$ cat config.mk
export PLATFORM = sky130hd
export DESIGN_NAME = fltm_seq_flat
export DESIGN_NICKNAME = d
export VERILOG_FILES = /design/src/hdl/fltm_pkg.sv /design/src/hdl/fltm_chan_if.sv /design/src/hdl/fltm_seq.sv /design/src/flat_wrapper.sv
export SDC_FILE = /design/constraint.sdc
export NUM_CORES = 1
export LEC_CHECK = 0
export BUFFER_PORTS_ARGS = -buffer_cell sky130_fd_sc_hd__buf_2
export CORE_MARGIN = 5
export CORE_UTILIZATION = 45
export CTS_BUF_LIST = sky130_fd_sc_hd__clkbuf_4 sky130_fd_sc_hd__clkbuf_8
export DETAILED_ROUTE_END_ITERATION = 6
export MAX_ROUTING_LAYER = met4
export PLACE_DENSITY_LB_ADDON = 0.3
export SLEW_MARGIN = 20
export SYNTH_ARGS = -nofsm -noshare
export SYNTH_HDL_FRONTEND = slang
export SYNTH_SLANG_ARGS = --single-unit
$ cat constraint.sdc
create_clock -name clk -period 16.15 [get_ports clk]
set_input_delay 3.23 -clock clk [delete_from_list [all_inputs] [get_ports clk]]
set_output_delay 3.23 -clock clk [all_outputs]
set_load 0.02 [all_outputs]
$ cat src/hdl/fltm_pkg.sv
// ----------------------------------------------------------------------------
// fltm_pkg
// Shared types and codes for the four-level page table manager.
// ----------------------------------------------------------------------------
package fltm_pkg;

	localparam int IDX_W   = 9;
	localparam int ENTRIES = 512;

	localparam logic [2:0] OP_MAP   = 3'd0;
	localparam logic [2:0] OP_UNMAP = 3'd1;
	localparam logic [2:0] OP_QUERY = 3'd2;
	localparam logic [2:0] OP_SPLIT = 3'd3;
	localparam logic [2:0] OP_RAW   = 3'd4;

	localparam logic [2:0] ST_OK      = 3'd0;
	localparam logic [2:0] ST_ABSENT  = 3'd1;
	localparam logic [2:0] ST_ALIGN   = 3'd2;
	localparam logic [2:0] ST_FULL    = 3'd3;
	localparam logic [2:0] ST_OUTSIDE = 3'd4;

	localparam logic [1:0] LVL_PML4 = 2'd0;
	localparam logic [1:0] LVL_PDPT = 2'd1;
	localparam logic [1:0] LVL_PD   = 2'd2;
	localparam logic [1:0] LVL_PT   = 2'd3;

	typedef enum logic [3:0] {
		S_CLEAR,
		S_IDLE,
		S_READ,
		S_EVAL,
		S_ZERO,
		S_LINK,
		S_SFILL,
		S_SLINK,
		S_LEAF,
		S_UNMAP,
		S_RAW,
		S_DONE
	} state_t;

	typedef struct packed {
		logic [2:0]  status;
		logic [51:0] translated_address;
		logic        invalidate;
		logic [47:0] invalidate_address;
		logic        invalidate_window;
	} rsp_t;

endpackage

$ cat src/hdl/fltm_chan_if.sv
// ----------------------------------------------------------------------------
// fltm_chan_if
// Request and response channels of the page table manager.
// ----------------------------------------------------------------------------
interface fltm_req_if;
	logic        valid;
	logic        ready;
	logic [2:0]  opcode;
	logic [47:0] virtual_address;
	logic [51:0] physical_address;
	logic [1:0]  page_flags;
	logic [5:0]  raw_table_page;
	logic [8:0]  raw_entry_index;
	logic [63:0] raw_entry_value;

	modport source (output valid, opcode, virtual_address, physical_address, page_flags,
		raw_table_page, raw_entry_index, raw_entry_value, input ready);
	modport sink (input valid, opcode, virtual_address, physical_address, page_flags,
		raw_table_page, raw_entry_index, raw_entry_value, output ready);
endinterface


$ cat src/hdl/fltm_seq.sv
// ----------------------------------------------------------------------------
// fltm_seq
// Operation sequencer: walks the tables, allocates and fills pages.
// ----------------------------------------------------------------------------
module fltm_seq
	import fltm_pkg::*;
#(
	parameter int TABLE_PAGES = 64,
	parameter int PW          = 6,
	parameter int AW          = 15
) (
	input  logic           clk,
	input  logic           arst_n,
	fltm_req_if.sink       req,
	input  logic [39:0]    base_frame,
	output logic           res_valid,
	input  logic           res_ready,
	output rsp_t           res,
	output logic           mem_we,
	output logic [AW-1:0]  mem_waddr,
	output logic [63:0]    mem_wdata,
	output logic           mem_re,
	output logic [AW-1:0]  mem_raddr,
	input  logic [63:0]    mem_rdata
);

	localparam logic [PW:0]     TP_N      = (PW + 1)'(TABLE_PAGES);
	localparam logic [AW-1:0]   LAST_ADDR = AW'(TABLE_PAGES * ENTRIES - 1);
	localparam logic [IDX_W-1:0] LAST_IDX = IDX_W'(ENTRIES - 1);

	state_t          state_q, state_d;
	logic [2:0]      op_q;
	logic [47:0]     va_q;
	logic [51:0]     pa_q;
	logic [1:0]      fl_q;
	logic [PW-1:0]   rpage_q;
	logic [8:0]      ridx_q;
	logic [63:0]     rval_q;
	logic            rbad_q;
	logic [1:0]      lvl_q, lvl_d;
	logic [PW-1:0]   cur_q, cur_d;
	logic [PW-1:0]   new_q, new_d;
	logic [PW:0]     nfp_q, nfp_d;
	logic [8:0]      cnt_q, cnt_d;
	logic [AW-1:0]   clr_q, clr_d;
	logic [63:0]     pde_q, pde_d;
	logic            split_q, split_d;
	rsp_t            rsp_q, rsp_d;

	logic [8:0]      idx;
	logic [39:0]     frame, diff, link_sum;
	logic            outside, present, huge, full, accept;
	logic [PW-1:0]   fpage;
	logic [31:0]     rp32;

	always_comb begin
		case (lvl_q)
			LVL_PML4: idx = va_q[47:39];
			LVL_PDPT: idx = va_q[38:30];
			LVL_PD:   idx = va_q[29:21];
			default:  idx = va_q[20:12];
		endcase
	end

	assign frame    = mem_rdata[51:12];
	assign diff     = frame - base_frame;
	assign outside  = (frame < base_frame) || (diff >= 40'(TABLE_PAGES));
	assign fpage    = diff[PW-1:0];
	assign present  = mem_rdata[0];
	assign huge     = mem_rdata[7];
	assign full     = nfp_q >= TP_N;
	assign link_sum = base_frame + 40'(new_q);
	assign accept   = req.valid && req.ready;
	assign rp32     = 32'(req.raw_table_page);

	always_comb begin
		state_d   = state_q;
		lvl_d     = lvl_q;
		cur_d     = cur_q;
		new_d     = new_q;
		nfp_d     = nfp_q;
		cnt_d     = cnt_q;
		clr_d     = clr_q;
		pde_d     = pde_q;
		split_d   = split_q;
		rsp_d     = rsp_q;
		req.ready = 1'b0;
		res_valid = 1'b0;
		mem_we    = 1'b0;
		mem_waddr = {cur_q, idx};
		mem_wdata = '0;
		mem_re    = 1'b0;
		mem_raddr = {cur_q, idx};

		case (state_q)
			S_CLEAR: begin
				mem_we    = 1'b1;
				mem_waddr = clr_q;
				clr_d     = clr_q + AW'(1);
				if (clr_q == LAST_ADDR) begin
					state_d = S_IDLE;
				end
			end
			S_IDLE: begin
				req.ready = 1'b1;
				if (req.valid) begin
					rsp_d   = '0;
					split_d = 1'b0;
					lvl_d   = LVL_PML4;
					cur_d   = '0;
					case (req.opcode)
						OP_MAP: begin
							if (req.virtual_address[11:0] != 12'h0 ||
									req.physical_address[11:0] != 12'h0) begin
								rsp_d.status = ST_ALIGN;
								state_d      = S_DONE;
							end else begin
								state_d = S_READ;
							end
						end
						OP_UNMAP, OP_QUERY, OP_SPLIT: state_d = S_READ;
						OP_RAW:  state_d = S_RAW;
						default: state_d = S_DONE;
					endcase
				end
			end
			S_READ: begin
				mem_re  = 1'b1;
				state_d = S_EVAL;
			end
			S_EVAL: begin
				if (op_q == OP_MAP) begin
					if (lvl_q == LVL_PD && present && huge) begin
						if (full) begin
							rsp_d.status = ST_FULL;
							state_d      = S_DONE;
						end else begin
							new_d   = nfp_q[PW-1:0];
							nfp_d   = nfp_q + 1'b1;
							pde_d   = mem_rdata;
							cnt_d   = '0;
							state_d = S_SFILL;
						end
					end else if (present) begin
						if (outside) begin
							rsp_d.status = ST_OUTSIDE;
							state_d      = S_DONE;
						end else begin
							cur_d   = fpage;
							lvl_d   = lvl_q + 2'd1;
							state_d = (lvl_q == LVL_PD) ? S_LEAF : S_READ;
						end
					end else if (full) begin
						rsp_d.status = ST_FULL;
						state_d      = S_DONE;
					end else begin
						new_d   = nfp_q[PW-1:0];
						nfp_d   = nfp_q + 1'b1;
						cnt_d   = '0;
						state_d = S_ZERO;
					end
				end else if (!present) begin
					rsp_d.status = ST_ABSENT;
					state_d      = S_DONE;
				end else if (lvl_q == LVL_PD && huge) begin
					if (op_q == OP_UNMAP) begin
						state_d = S_UNMAP;
					end else if (op_q == OP_QUERY) begin
						rsp_d.translated_address = {mem_rdata[51:21], va_q[20:0]};
						state_d = S_DONE;
					end else if (full) begin
						rsp_d.status = ST_FULL;
						state_d      = S_DONE;
					end else begin
						new_d   = nfp_q[PW-1:0];
						nfp_d   = nfp_q + 1'b1;
						pde_d   = mem_rdata;
						cnt_d   = '0;
						state_d = S_SFILL;
					end
				end else if (lvl_q == LVL_PDPT && huge && op_q == OP_QUERY) begin
					rsp_d.translated_address = {mem_rdata[51:30], va_q[29:0]};
					state_d = S_DONE;
				end else if (lvl_q == LVL_PT) begin
					if (op_q == OP_UNMAP) begin
						state_d = S_UNMAP;
					end else begin
						rsp_d.translated_address = {mem_rdata[51:12], va_q[11:0]};
						state_d = S_DONE;
					end
				end else if (lvl_q == LVL_PD && op_q == OP_SPLIT) begin
					// Already a table: nothing to split.
					state_d = S_DONE;
				end else if (outside) begin
					rsp_d.status = ST_OUTSIDE;
					state_d      = S_DONE;
				end else begin
					cur_d   = fpage;
					lvl_d   = lvl_q + 2'd1;
					state_d = S_READ;
				end
			end
			S_ZERO: begin
				mem_we    = 1'b1;
				mem_waddr = {new_q, cnt_q};
				cnt_d     = cnt_q + 9'd1;
				if (cnt_q == LAST_IDX) begin
					state_d = S_LINK;
				end
			end
			S_LINK: begin
				// The link goes in after the zero fill, since the parent may sit in
				// the very page that was just handed out.
				mem_we    = 1'b1;
				mem_wdata = {12'h0, link_sum, 9'h0, fl_q[1], 2'b11};
				cur_d     = new_q;
				lvl_d     = lvl_q + 2'd1;
				state_d   = (lvl_q == LVL_PD) ? S_LEAF : S_READ;
			end
			S_SFILL: begin
				mem_we    = 1'b1;
				mem_waddr = {new_q, cnt_q};
				mem_wdata = {12'h0, pde_q[51:21], cnt_q, pde_q[11:8], 1'b0, pde_q[6:0]};
				cnt_d     = cnt_q + 9'd1;
				if (cnt_q == LAST_IDX) begin
					state_d = S_SLINK;
				end
			end
			S_SLINK: begin
				mem_we    = 1'b1;
				mem_wdata = {12'h0, link_sum, 9'h0, pde_q[2], 2'b11};
				if (op_q == OP_MAP) begin
					// Reread the directory entry and descend through the new table.
					split_d = 1'b1;
					state_d = S_READ;
				end else begin
					rsp_d.invalidate         = 1'b1;
					rsp_d.invalidate_address = {va_q[47:21], 21'h0};
					rsp_d.invalidate_window  = 1'b1;
					state_d                  = S_DONE;
				end
			end
			S_LEAF: begin
				mem_we    = 1'b1;
				mem_wdata = {12'h0, pa_q[51:12], 9'h0, fl_q[1], fl_q[0], 1'b1};
				rsp_d.invalidate         = 1'b1;
				rsp_d.invalidate_address = split_q ? {va_q[47:21], 21'h0} : va_q;
				rsp_d.invalidate_window  = split_q;
				state_d                  = S_DONE;
			end
			S_UNMAP: begin
				mem_we                   = 1'b1;
				rsp_d.invalidate         = 1'b1;
				rsp_d.invalidate_address = va_q;
				state_d                  = S_DONE;
			end
			S_RAW: begin
				mem_we       = !rbad_q;
				mem_waddr    = {rpage_q, ridx_q};
				mem_wdata    = rval_q;
				rsp_d.status = rbad_q ? ST_OUTSIDE : ST_OK;
				state_d      = S_DONE;
			end
			S_DONE: begin
				res_valid = 1'b1;
				if (res_ready) begin
					state_d = S_IDLE;
				end
			end
			default: state_d = S_IDLE;
		endcase
	end

	assign res = rsp_q;

	always_ff @(posedge clk or negedge arst_n) begin
		if (!arst_n) begin
			state_q <= S_CLEAR;
			clr_q   <= '0;
			nfp_q   <= (PW + 1)'(1);
			split_q <= 1'b0;
			lvl_q   <= LVL_PML4;
		end else begin
			state_q <= state_d;
			clr_q   <= clr_d;
			nfp_q   <= nfp_d;
			split_q <= split_d;
			lvl_q   <= lvl_d;
		end
	end

	always_ff @(posedge clk) begin
		cur_q <= cur_d;
		new_q <= new_d;
		cnt_q <= cnt_d;
		pde_q <= pde_d;
		rsp_q <= rsp_d;
		if (accept) begin
			op_q    <= req.opcode;
			va_q    <= req.virtual_address;
			pa_q    <= req.physical_address;
			fl_q    <= req.page_flags;
			rpage_q <= rp32[PW-1:0];
			rbad_q  <= rp32 >= 32'(TABLE_PAGES);
			ridx_q  <= req.raw_entry_index;
			rval_q  <= req.raw_entry_value;
		end
	end

	a_nfp_range: assert property (@(posedge clk) disable iff (!arst_n)
		nfp_q != '0 && nfp_q <= TP_N)
		else $error("allocator pointer out of range");

	a_no_inv_fields: assert property (@(posedge clk) disable iff (!arst_n)
		res_valid && !res.invalidate |-> res.invalidate_address == '0 &&
			!res.invalidate_window)
		else $error("invalidate fields set without invalidate");

	a_fail_no_xlat: assert property (@(posedge clk) disable iff (!arst_n)
		res_valid && res.status != ST_OK |-> res.translated_address == '0)
		else $error("translation reported on a failed operation");

	a_idle_no_write: assert property (@(posedge clk) disable iff (!arst_n)
		state_q == S_IDLE |-> !mem_we)
		else $error("store written while idle");

	a_alloc_step: assert property (@(posedge clk) disable iff (!arst_n)
		nfp_q != $past(nfp_q) |-> $past(state_q) == S_EVAL)
		else $error("allocator moved outside evaluation");

endmodule

$ cat src/flat_wrapper.sv
// flat-port wrapper written by rule: the top's interface ports become plain ports
module fltm_seq_flat import fltm_pkg::*;
#(
	parameter int TABLE_PAGES = 64,
	parameter int PW          = 6,
	parameter int AW          = 15
)
  (clk, arst_n, base_frame, res_valid, res_ready, res, mem_we, mem_waddr, mem_wdata, mem_re, mem_raddr, mem_rdata, req_valid, req_opcode, req_virtual_address, req_physical_address, req_page_flags, req_raw_table_page, req_raw_entry_index, req_raw_entry_value, req_ready);
  fltm_req_if req_i ();
  input  logic clk;
  input  logic arst_n;
  input  logic [39:0] base_frame;
  output logic res_valid;
  input  logic res_ready;
  output rsp_t res;
  output logic mem_we;
  output logic [AW-1:0] mem_waddr;
  output logic [63:0] mem_wdata;
  output logic mem_re;
  output logic [AW-1:0] mem_raddr;
  input  logic [63:0] mem_rdata;
  input wire logic [$bits(req_i.valid)-1:0] req_valid;
  input wire logic [$bits(req_i.opcode)-1:0] req_opcode;
  input wire logic [$bits(req_i.virtual_address)-1:0] req_virtual_address;
  input wire logic [$bits(req_i.physical_address)-1:0] req_physical_address;
  input wire logic [$bits(req_i.page_flags)-1:0] req_page_flags;
  input wire logic [$bits(req_i.raw_table_page)-1:0] req_raw_table_page;
  input wire logic [$bits(req_i.raw_entry_index)-1:0] req_raw_entry_index;
  input wire logic [$bits(req_i.raw_entry_value)-1:0] req_raw_entry_value;
  output wire logic [$bits(req_i.ready)-1:0] req_ready;
  assign req_i.valid = req_valid;
  assign req_i.opcode = req_opcode;
  assign req_i.virtual_address = req_virtual_address;
  assign req_i.physical_address = req_physical_address;
  assign req_i.page_flags = req_page_flags;
  assign req_i.raw_table_page = req_raw_table_page;
  assign req_i.raw_entry_index = req_raw_entry_index;
  assign req_i.raw_entry_value = req_raw_entry_value;
  assign req_ready = req_i.ready;
  fltm_seq #(.TABLE_PAGES(TABLE_PAGES), .PW(PW), .AW(AW)) u_core (.clk(clk), .arst_n(arst_n), .req(req_i), .base_frame(base_frame), .res_valid(res_valid), .res_ready(res_ready), .res(res), .mem_we(mem_we), .mem_waddr(mem_waddr), .mem_wdata(mem_wdata), .mem_re(mem_re), .mem_raddr(mem_raddr), .mem_rdata(mem_rdata));
endmodule
Word-level counts from Yosys, hierarchy flattened --
Index checks and enable logic that the tools add are counted.
Storage, ports and cells: flip-flop bits (word level) 392, input bits 292, output and inout bits 203, logic and storage cells 246
Cells by class: add/subtract/negate cells 6, magnitude comparators 4, equality and inequality tests 56, multiplexer cells 118, bitwise operators 1, reductions and logical operators 39
Operators with widths (count):
- $mux W52 | 14
- $pmux W64 S5 | 1
- $pmux W49 S4 | 1
- $mux W55 | 2
- $mux W6 | 18
- $mux W105 | 1
- $pmux W52 S2 | 1
- $mux W4 | 22
- $mux W9 | 8
- $mux W7 | 8
- $mux W50 | 1
- $pmux W15 S3 | 1
- $add A40 B6 Y40 | 1
- $ge A40 B7 Y1 const B | 1
- $lt A40 B40 Y1 | 1
- $pmux W4 S10 | 1
- $sub A40 B40 Y40 | 1
- $mux W3 | 12
- $ne A3 B3 Y1 const B | 10
- $pmux W9 S3 | 1
- $mux W2 | 12
- $reduce_bool A12 Y1 | 2
- $mux W21 | 1
- $pmux W6 S3 | 1
- other kinds (51) | 102

Depth between registers and ports, before layout --
Gate-level depths: netlist of the first run.
depth in word-level cells 11, gate-level depth with buffers 14, depth with buffers taken out 14

Worst setup path after synthesis of the first run --
Ideal clock, no wire load.
path type in2reg, from in req_valid, to reg u_core.fl_q[0] (enable), setup time 917 ps, arrival time 14888 ps, required time 15233 ps, slack 345 ps, stages on the path 2, buffers on the path 0, cells stage by stage inv_1 nor3_1
Between the ends: longest elaborated chain between the ends 1
RTL lines:
- start, declared | RTL line flat_wrapper.sv:22 | input wire logic [$bits(req_i.valid)-1:0] req_valid;
- $logic_and A1 B1 Y1 | RTL line fltm_seq.sv:73 | assign accept = req.valid && req.ready;
- net u_core.accept | RTL line fltm_seq.sv:52 | logic outside, present, huge, full, accept;
- end signal, assigned | RTL line fltm_seq.sv:302 | fl_q <= req.page_flags;
- end, declared | RTL line fltm_seq.sv:35 | logic [1:0] fl_q;
The timed path passes the listed nets, and every way through them passes these cells. A chain may end at the register's enable or synchronous reset.

Final worst setup path of the first run --
from in base_frame[0], to out mem_wdata[50]
Between the ends: longest elaborated chain between the ends 2
RTL lines:
- start, declared | RTL line flat_wrapper.sv:12 | input logic [39:0] base_frame;
- $add A40 B6 Y40 | RTL line fltm_seq.sv:72 | assign link_sum = base_frame + 40'(new_q);
- $pmux W64 S5 | RTL line fltm_seq.sv:95 | case (state_q)
- end, declared | RTL line flat_wrapper.sv:18 | output logic [63:0] mem_wdata;
No other way between the ends.

==> results of run 1 <==
[registers in the layout (all words and copies together), names as in the netlist, 7 cells and up]
register,count
u_core.nfp_q,7
u_core.res,105
u_core.rval_q,64
u_core.va_q,48
u_core.pa_q,40
u_core.cnt_q,9
u_core.pde_q,42
u_core.clr_q,15
u_core.ridx_q,9
[per-stage QoR]
| stage | worst slack [ns] | instances |
|---|---|---|
| 4_1_cts | 6.02 | 2644 |
| 3_5_place_dp | 6.04 | 2535 |
| 2_1_floorplan | 0.345 | 1590 |
| 3_3_place_gp | 6.09 | 2535 |
| 6_report | 6.04 | 2657 |
| 5_1_grt | 5.74 | 2657 |
[cells by family after synthesis]
| logic type | share of synthesized area [%] |
|---|---|
| AO/OA/AOI/OAI | 14.2 |
| XOR/XNOR | 3.49 |
| adder cells (fa/ha/maj) | 3.92 |
| buffers and inverters | 3.53 |
| flip-flops | 58.8 |
| multiplexers | 1.86 |
| AND/OR/NAND/NOR | 14.1 |
[cell type report]
type	instances	area (µm²)
multi-input combinational	1062	7060
antenna	13	32.5
tap	532	666
timing repair buffer	501	2570
sequential	369	10900
clock buffer	85	1010
inverter	71	267
fill	3520	18100
clock inverter	24	171
[per-layer routing]
metal	share of wire, %	vias to the layer above	track usage (%)	wire length, µm
met5	0	-	-	0
met4	2.4	0	7.57	1540
met3	9.0	106	5.04	5700
met2	47	814	41.8	29400
met1	42	7528	37.2	26400
li1	-	7054	-	-
[cell usage in the layout, fill, tap and decap left out, types with 29 or more instances in the layout]
cell type,count
sky130_fd_sc_hd__o21ai_0,104
sky130_fd_sc_hd__inv_1,71
sky130_fd_sc_hd__nor2_1,114
sky130_fd_sc_hd__and3_1,50
sky130_fd_sc_hd__edfxtp_1,340
sky130_fd_sc_hd__mux2i_1,30
sky130_fd_sc_hd__clkbuf_8,60
sky130_fd_sc_hd__nand3_1,36
sky130_fd_sc_hd__xnor2_1,61
sky130_fd_sc_hd__a222oi_1,56
sky130_fd_sc_hd__nand4_1,30
sky130_fd_sc_hd__ha_1,55
sky130_fd_sc_hd__a21oi_1,78
sky130_fd_sc_hd__buf_2,482
sky130_fd_sc_hd__and2_1,67
sky130_fd_sc_hd__nand2_1,108
sky130_fd_sc_hd__nor3_1,29
[worst paths after layout]
check	endpoint	slack [ns]
max in group asynchronous	u_core.state_q[1]	13.02
worst max register to register	u_core.res[23]	12.08
worst min-delay path	u_core.clr_q[14]	0.50
min in group asynchronous	u_core.clr_q[14]	2.63
worst max-delay path	mem_wdata[50]	6.04
worst min register to register	u_core.clr_q[14]	0.50
[where the power goes]
group          switching (mW)  internal, mW
logic                   0.601         0.274
registers              0.0640          1.23
clock network           0.376         0.436
total                    1.04          1.94
==> reports/metrics.yaml, run 1 <==
overall_die_height_um: 213
grt_overflow_total: 0
tritoncts.num_buffers: 59
cts_root_buf: "sky130_fd_sc_hd__clkbuf_8"
postSynthAreaPerCell_um2: 11.7
end_of_flow_core_utilization_pct: 55.6
htree_num_levels: 2
finalInstanceArea_mm2: 0.0227
timing.critical_path.from: "base_frame[0]"
antenna_found_initial: 13
timing.critical_path.fanout_max: 4
holdCritStartpoint: "u_core.clr_q[14]"
clock_tree.buffer_depth: 3
power-per-cell-area_mw_per_mm2: 131
drv_cap: 0
dp_wirelength_mm: 47.1
postCtsResizedCells: 0
die-area_mm2: 0.0455
mappedNetlistArea_mm2: 0.0186
p_total_mw: 2.98
ys.warnings.count: 0
synth-seq-area-share_pct: 58.8
timing_worst_setup_path_type: "in2out"
clkSinkCount: 369
synth_edf_count: 340
worst_r2r_startpoint: "u_core.state_q[2]"
num_rows: 74
critPathRequiredTime_ns: 12.92
final_hold_viol_count: 0
area.growth.synth_to_final_pct: 22.2
drive_above_1_share_pct: 29.7
setup_total_negative_slack_ns: 0
tritoncts: "done"
crit_family: "simple AND/OR/NAND/NOR gates"
cts_hold_repair.buffers: 0
place.gp.congestion: 0.936
p_leak_nw: 9.29
finalCritPeriodShare_pct: 62.6
failing_checks: "DRC"
final_antenna_net_count: 0
buffers_on_ports: 482
worst_setup_hold_path_clk_slew_ns: 0.06
timing.hold.worst.class: "reg2reg"
post_cts.repair.setup_buffers: 0
finalSetupViolations: 0
routedWlPerCell_um: 23.7
fin_crit_ns: 10.11
finalNetCount: 2413
grt_first_pass_wirelength_mm: 91.0
worst-r2r-cell-count: 8
grt_pass1_vias: 15099
synth_most_common_cell: "sky130_fd_sc_hd__edfxtp_1"
netlist_instances: 1590
slew_limit_headroom_pct: 30.8
primary_ff_master_synth: "sky130_fd_sc_hd__edfxtp_1"
grtUsageTotal_pct: 27.1
synth_commonest_cells: "sky130_fd_sc_hd__edfxtp_1 (340), sky130_fd_sc_hd__nor2_1 (119), sky130_fd_sc_hd__nand2_1 (108), sky130_fd_sc_hd__o21ai_0 (105), sky130_fd_sc_hd__a21oi_1 (78)"
post_detailed_routing_wire_length_mm: 63.1
io-pin-count: 495
critical_path.endpoint_type: "output pin"
clkLatencyLatePin_ns: 0.66
run_status: "finished, violations left"
drc_errors: 4
buf_inv_stages_crit_path: 3
worstSetupStartpointType: "input port"
routed_via_density: 5.83
worst_slew_pin_slew_ns: 1.04
worstPathArrival_ns: 6.88
core-area_mm2: 0.0408
crit_path_top_delay_cell: "sky130_fd_sc_hd__nor4b_1"
dr_total_vias: 15502
synth-async-reset-ratio_pct: 7.86
yosysTopAreaCell: "sky130_fd_sc_hd__edfxtp_1"
drt_pass1_iterations: 7
timing.hold.ws_ns: 0.502
slowest_delay_ns: 0.74
ys_types: 85
max_rail_drop_vdd_mv: 0.100
start_util_pct: 45.5
post_dp_cell_area_mm2: 0.0215
drt_iter0_markers: 1630
cp.depth: 16
synth.net_count: 1939
worstPathCellList: "buf_2 > ha_1 > fa_1 > a21o_1 > a21oi_1 > o21bai_1 > a21oi_1 > buf_4 > nor4b_1 > nor2b_1 > nand2_1 > nor2_1 > nand3_1 > xnor2_1 > o21ai_0 > buf_2"
synth.top_cell.area_share_pct: 54.9
timing_max_transition_violations_final: 0
die_w_um: 213
maxClockFrequency_ghz: 0.0989
fin_worst_skew_ns: 0.0326
ys_ff_latch: 369
grt_setup_unrepaired: "false"
grt_max_degree: 174
min_delay_path_depth: 1
post_synth_main_area_contributors: "sky130_fd_sc_hd__edfxtp_1 (55%), sky130_fd_sc_hd__dfrtp_1 (3.8%), sky130_fd_sc_hd__ha_1 (3.7%)"
(Power assumes the default switching activity.)
==> inputs of run 2 (changes only) <==
==> constraint.sdc (replaced) <==
create_clock -name clk -period 9.3 [get_ports clk]
set_input_delay 1.86 -clock clk [delete_from_list [all_inputs] [get_ports clk]]
set_output_delay 1.86 -clock clk [all_outputs]
set_load 0.02 [all_outputs]
==> reports/metrics.yaml, run 2 (same netlist as run 1, synthesis figures left out) <==
htree_num_levels: 2
antenna_found_initial: 14
routedWlPerCell_um: 24.2
critical_path.endpoint_type: "output pin"
setup_total_negative_slack_ns: 0
largest_register_ffs: 105
drv_cap: 0
drt_iter0_markers: 2028
p_leak_nw: 9.38
grtUsageTotal_pct: 27.9
post_detailed_routing_wire_length_mm: 64.5
grt_first_pass_wirelength_mm: 93.3
maxClockFrequency_ghz: 0.136
grt_max_degree: 63
final_antenna_net_count: 0
buffers_on_ports: 482
clock_tree.buffer_depth: 3
fillCellCount: 3531
drc_errors: 20
grt_pass1_vias: 15266
die-area_mm2: 0.0455
timing.hold.worst.class: "reg2reg"
clkLatencyLatePin_ns: 0.72
power-per-cell-area_mw_per_mm2: 232
p_total_mw: 5.31
fin_worst_skew_ns: 0.0650
worst_setup_hold_path_clk_slew_ns: 0.06
clkSinkCount: 369
max_rail_drop_vdd_mv: 0.173
cts_hold_repair.buffers: 0
overall_die_height_um: 213
critPathRequiredTime_ns: 7.44
finalCritPeriodShare_pct: 78.9
most_frequent_standard_cell_in_the_layout_excluding_fill_and_tap_cells: "sky130_fd_sc_hd__buf_2"
start_util_pct: 45.5
timing_worst_setup_path_type: "in2out"
area.growth.synth_to_final_pct: 23.0
io-pin-count: 495
final_cell_mix: "sky130_fd_sc_hd__buf_2 (482), sky130_fd_sc_hd__edfxtp_1 (340), sky130_fd_sc_hd__nor2_1 (114)"
cts_root_buf: "sky130_fd_sc_hd__clkbuf_8"
slew_limit_headroom_pct: 32.2
grt_overflow_total: 0
dr_total_vias: 15511
place.gp.congestion: 0.934
num_rows: 74
failing_checks: "DRC"
multi_input_area_mm2: 0.00707
timing_max_transition_violations_final: 0
drt_pass1_iterations: 7
routed_via_density: 5.81
finalInstanceArea_mm2: 0.0229
worstPathArrival_ns: 5.48
run_status: "finished, violations left"
rrSetupSlack_ns: 5.32
finalSetupViolations: 0
core-area_mm2: 0.0408
post_cts.repair.setup_buffers: 0
die_w_um: 213
worstSetupStartpointType: "input port"
post_dp_cell_area_mm2: 0.0215
postCtsResizedCells: 0
tritoncts.num_buffers: 61
dp_wirelength_mm: 48.5
grt_setup_unrepaired: "false"
timing.hold.ws_ns: 0.498
drive_above_1_share_pct: 30.1
finalNetCount: 2419
end_of_flow_core_utilization_pct: 56.0
timing.critical_path.fanout_max: 4
tritoncts: "done"
final_hold_viol_count: 0
fin_crit_ns: 7.34
worst_slew_pin_slew_ns: 1.01
seq_area_mm2: 0.0109
run 2: worst max-delay path: stages:
cell,delay (ns)
sky130_fd_sc_hd__buf_2,0.10
sky130_fd_sc_hd__ha_1,0.18
sky130_fd_sc_hd__fa_1,0.23
sky130_fd_sc_hd__a21o_1,0.13
sky130_fd_sc_hd__a21oi_1,0.09
sky130_fd_sc_hd__o21bai_1,0.13
sky130_fd_sc_hd__a21oi_1,0.08
sky130_fd_sc_hd__buf_4,0.17
sky130_fd_sc_hd__nor4b_1,0.77
sky130_fd_sc_hd__nor2b_1,0.42
sky130_fd_sc_hd__nand2_1,0.24
sky130_fd_sc_hd__nor2_1,0.41
sky130_fd_sc_hd__nand3_1,0.15
sky130_fd_sc_hd__xnor2_1,0.14
sky130_fd_sc_hd__o21ai_0,0.18
sky130_fd_sc_hd__buf_2,0.21
run 2: layer usage:
layer / GRT usage (%) / vias to the layer above / part of all wire, %
li1: - / 7055 / -
met1: 37.7 / 7510 / 41
met2: 43.6 / 828 / 47
met3: 5.63 / 118 / 9.5
met4: 7.85 / 0 / 2.7
met5: - / - / 0
run 2: cell type report:
| class | count | share of cell area (%) |
|---|---|---|
| Clock inverter | 27 | 1.08 |
| Timing Repair Buffer | 505 | 11.4 |
| Inverter | 71 | 1.17 |
| Multi-Input combinational cell | 1062 | 30.9 |
| Tap cell | 532 | 2.91 |
| Antenna cell | 16 | 0.175 |
| Clock buffer | 88 | 4.56 |
| Sequential cell | 369 | 47.8 |
run 2: metrics by stage:
step	worst slack, ns	instances
final	1.96	2670
after global routing	1.70	2667
after CTS	2.02	2653
after detailed placement	2.06	2538
after global placement	2.04	2538
after floorplan	0.109	1590
run 2: worst paths after layout:
path | from | end | depth (start not counted)
setup reg to reg | u_core.state_q[3] | u_core.res[24] | 8
hold / removal | u_core.nfp_q[5] | u_core.nfp_q[5] | 1
hold reg to reg | u_core.nfp_q[5] | u_core.nfp_q[5] | 1
setup / recovery | base_frame[0] | mem_wdata[46] | 16
max in group asynchronous | arst_n | u_core.clr_q[14] | 1
min in group asynchronous | arst_n | u_core.lvl_q[1] | 1
run 2: power by group:
group	switching [mW]	internal [mW]	leakage [nW]
logic	1.07	0.480	5.16
clock network	0.668	0.837	0.685
registers	0.114	2.14	3.54
total	1.85	3.46	9.38
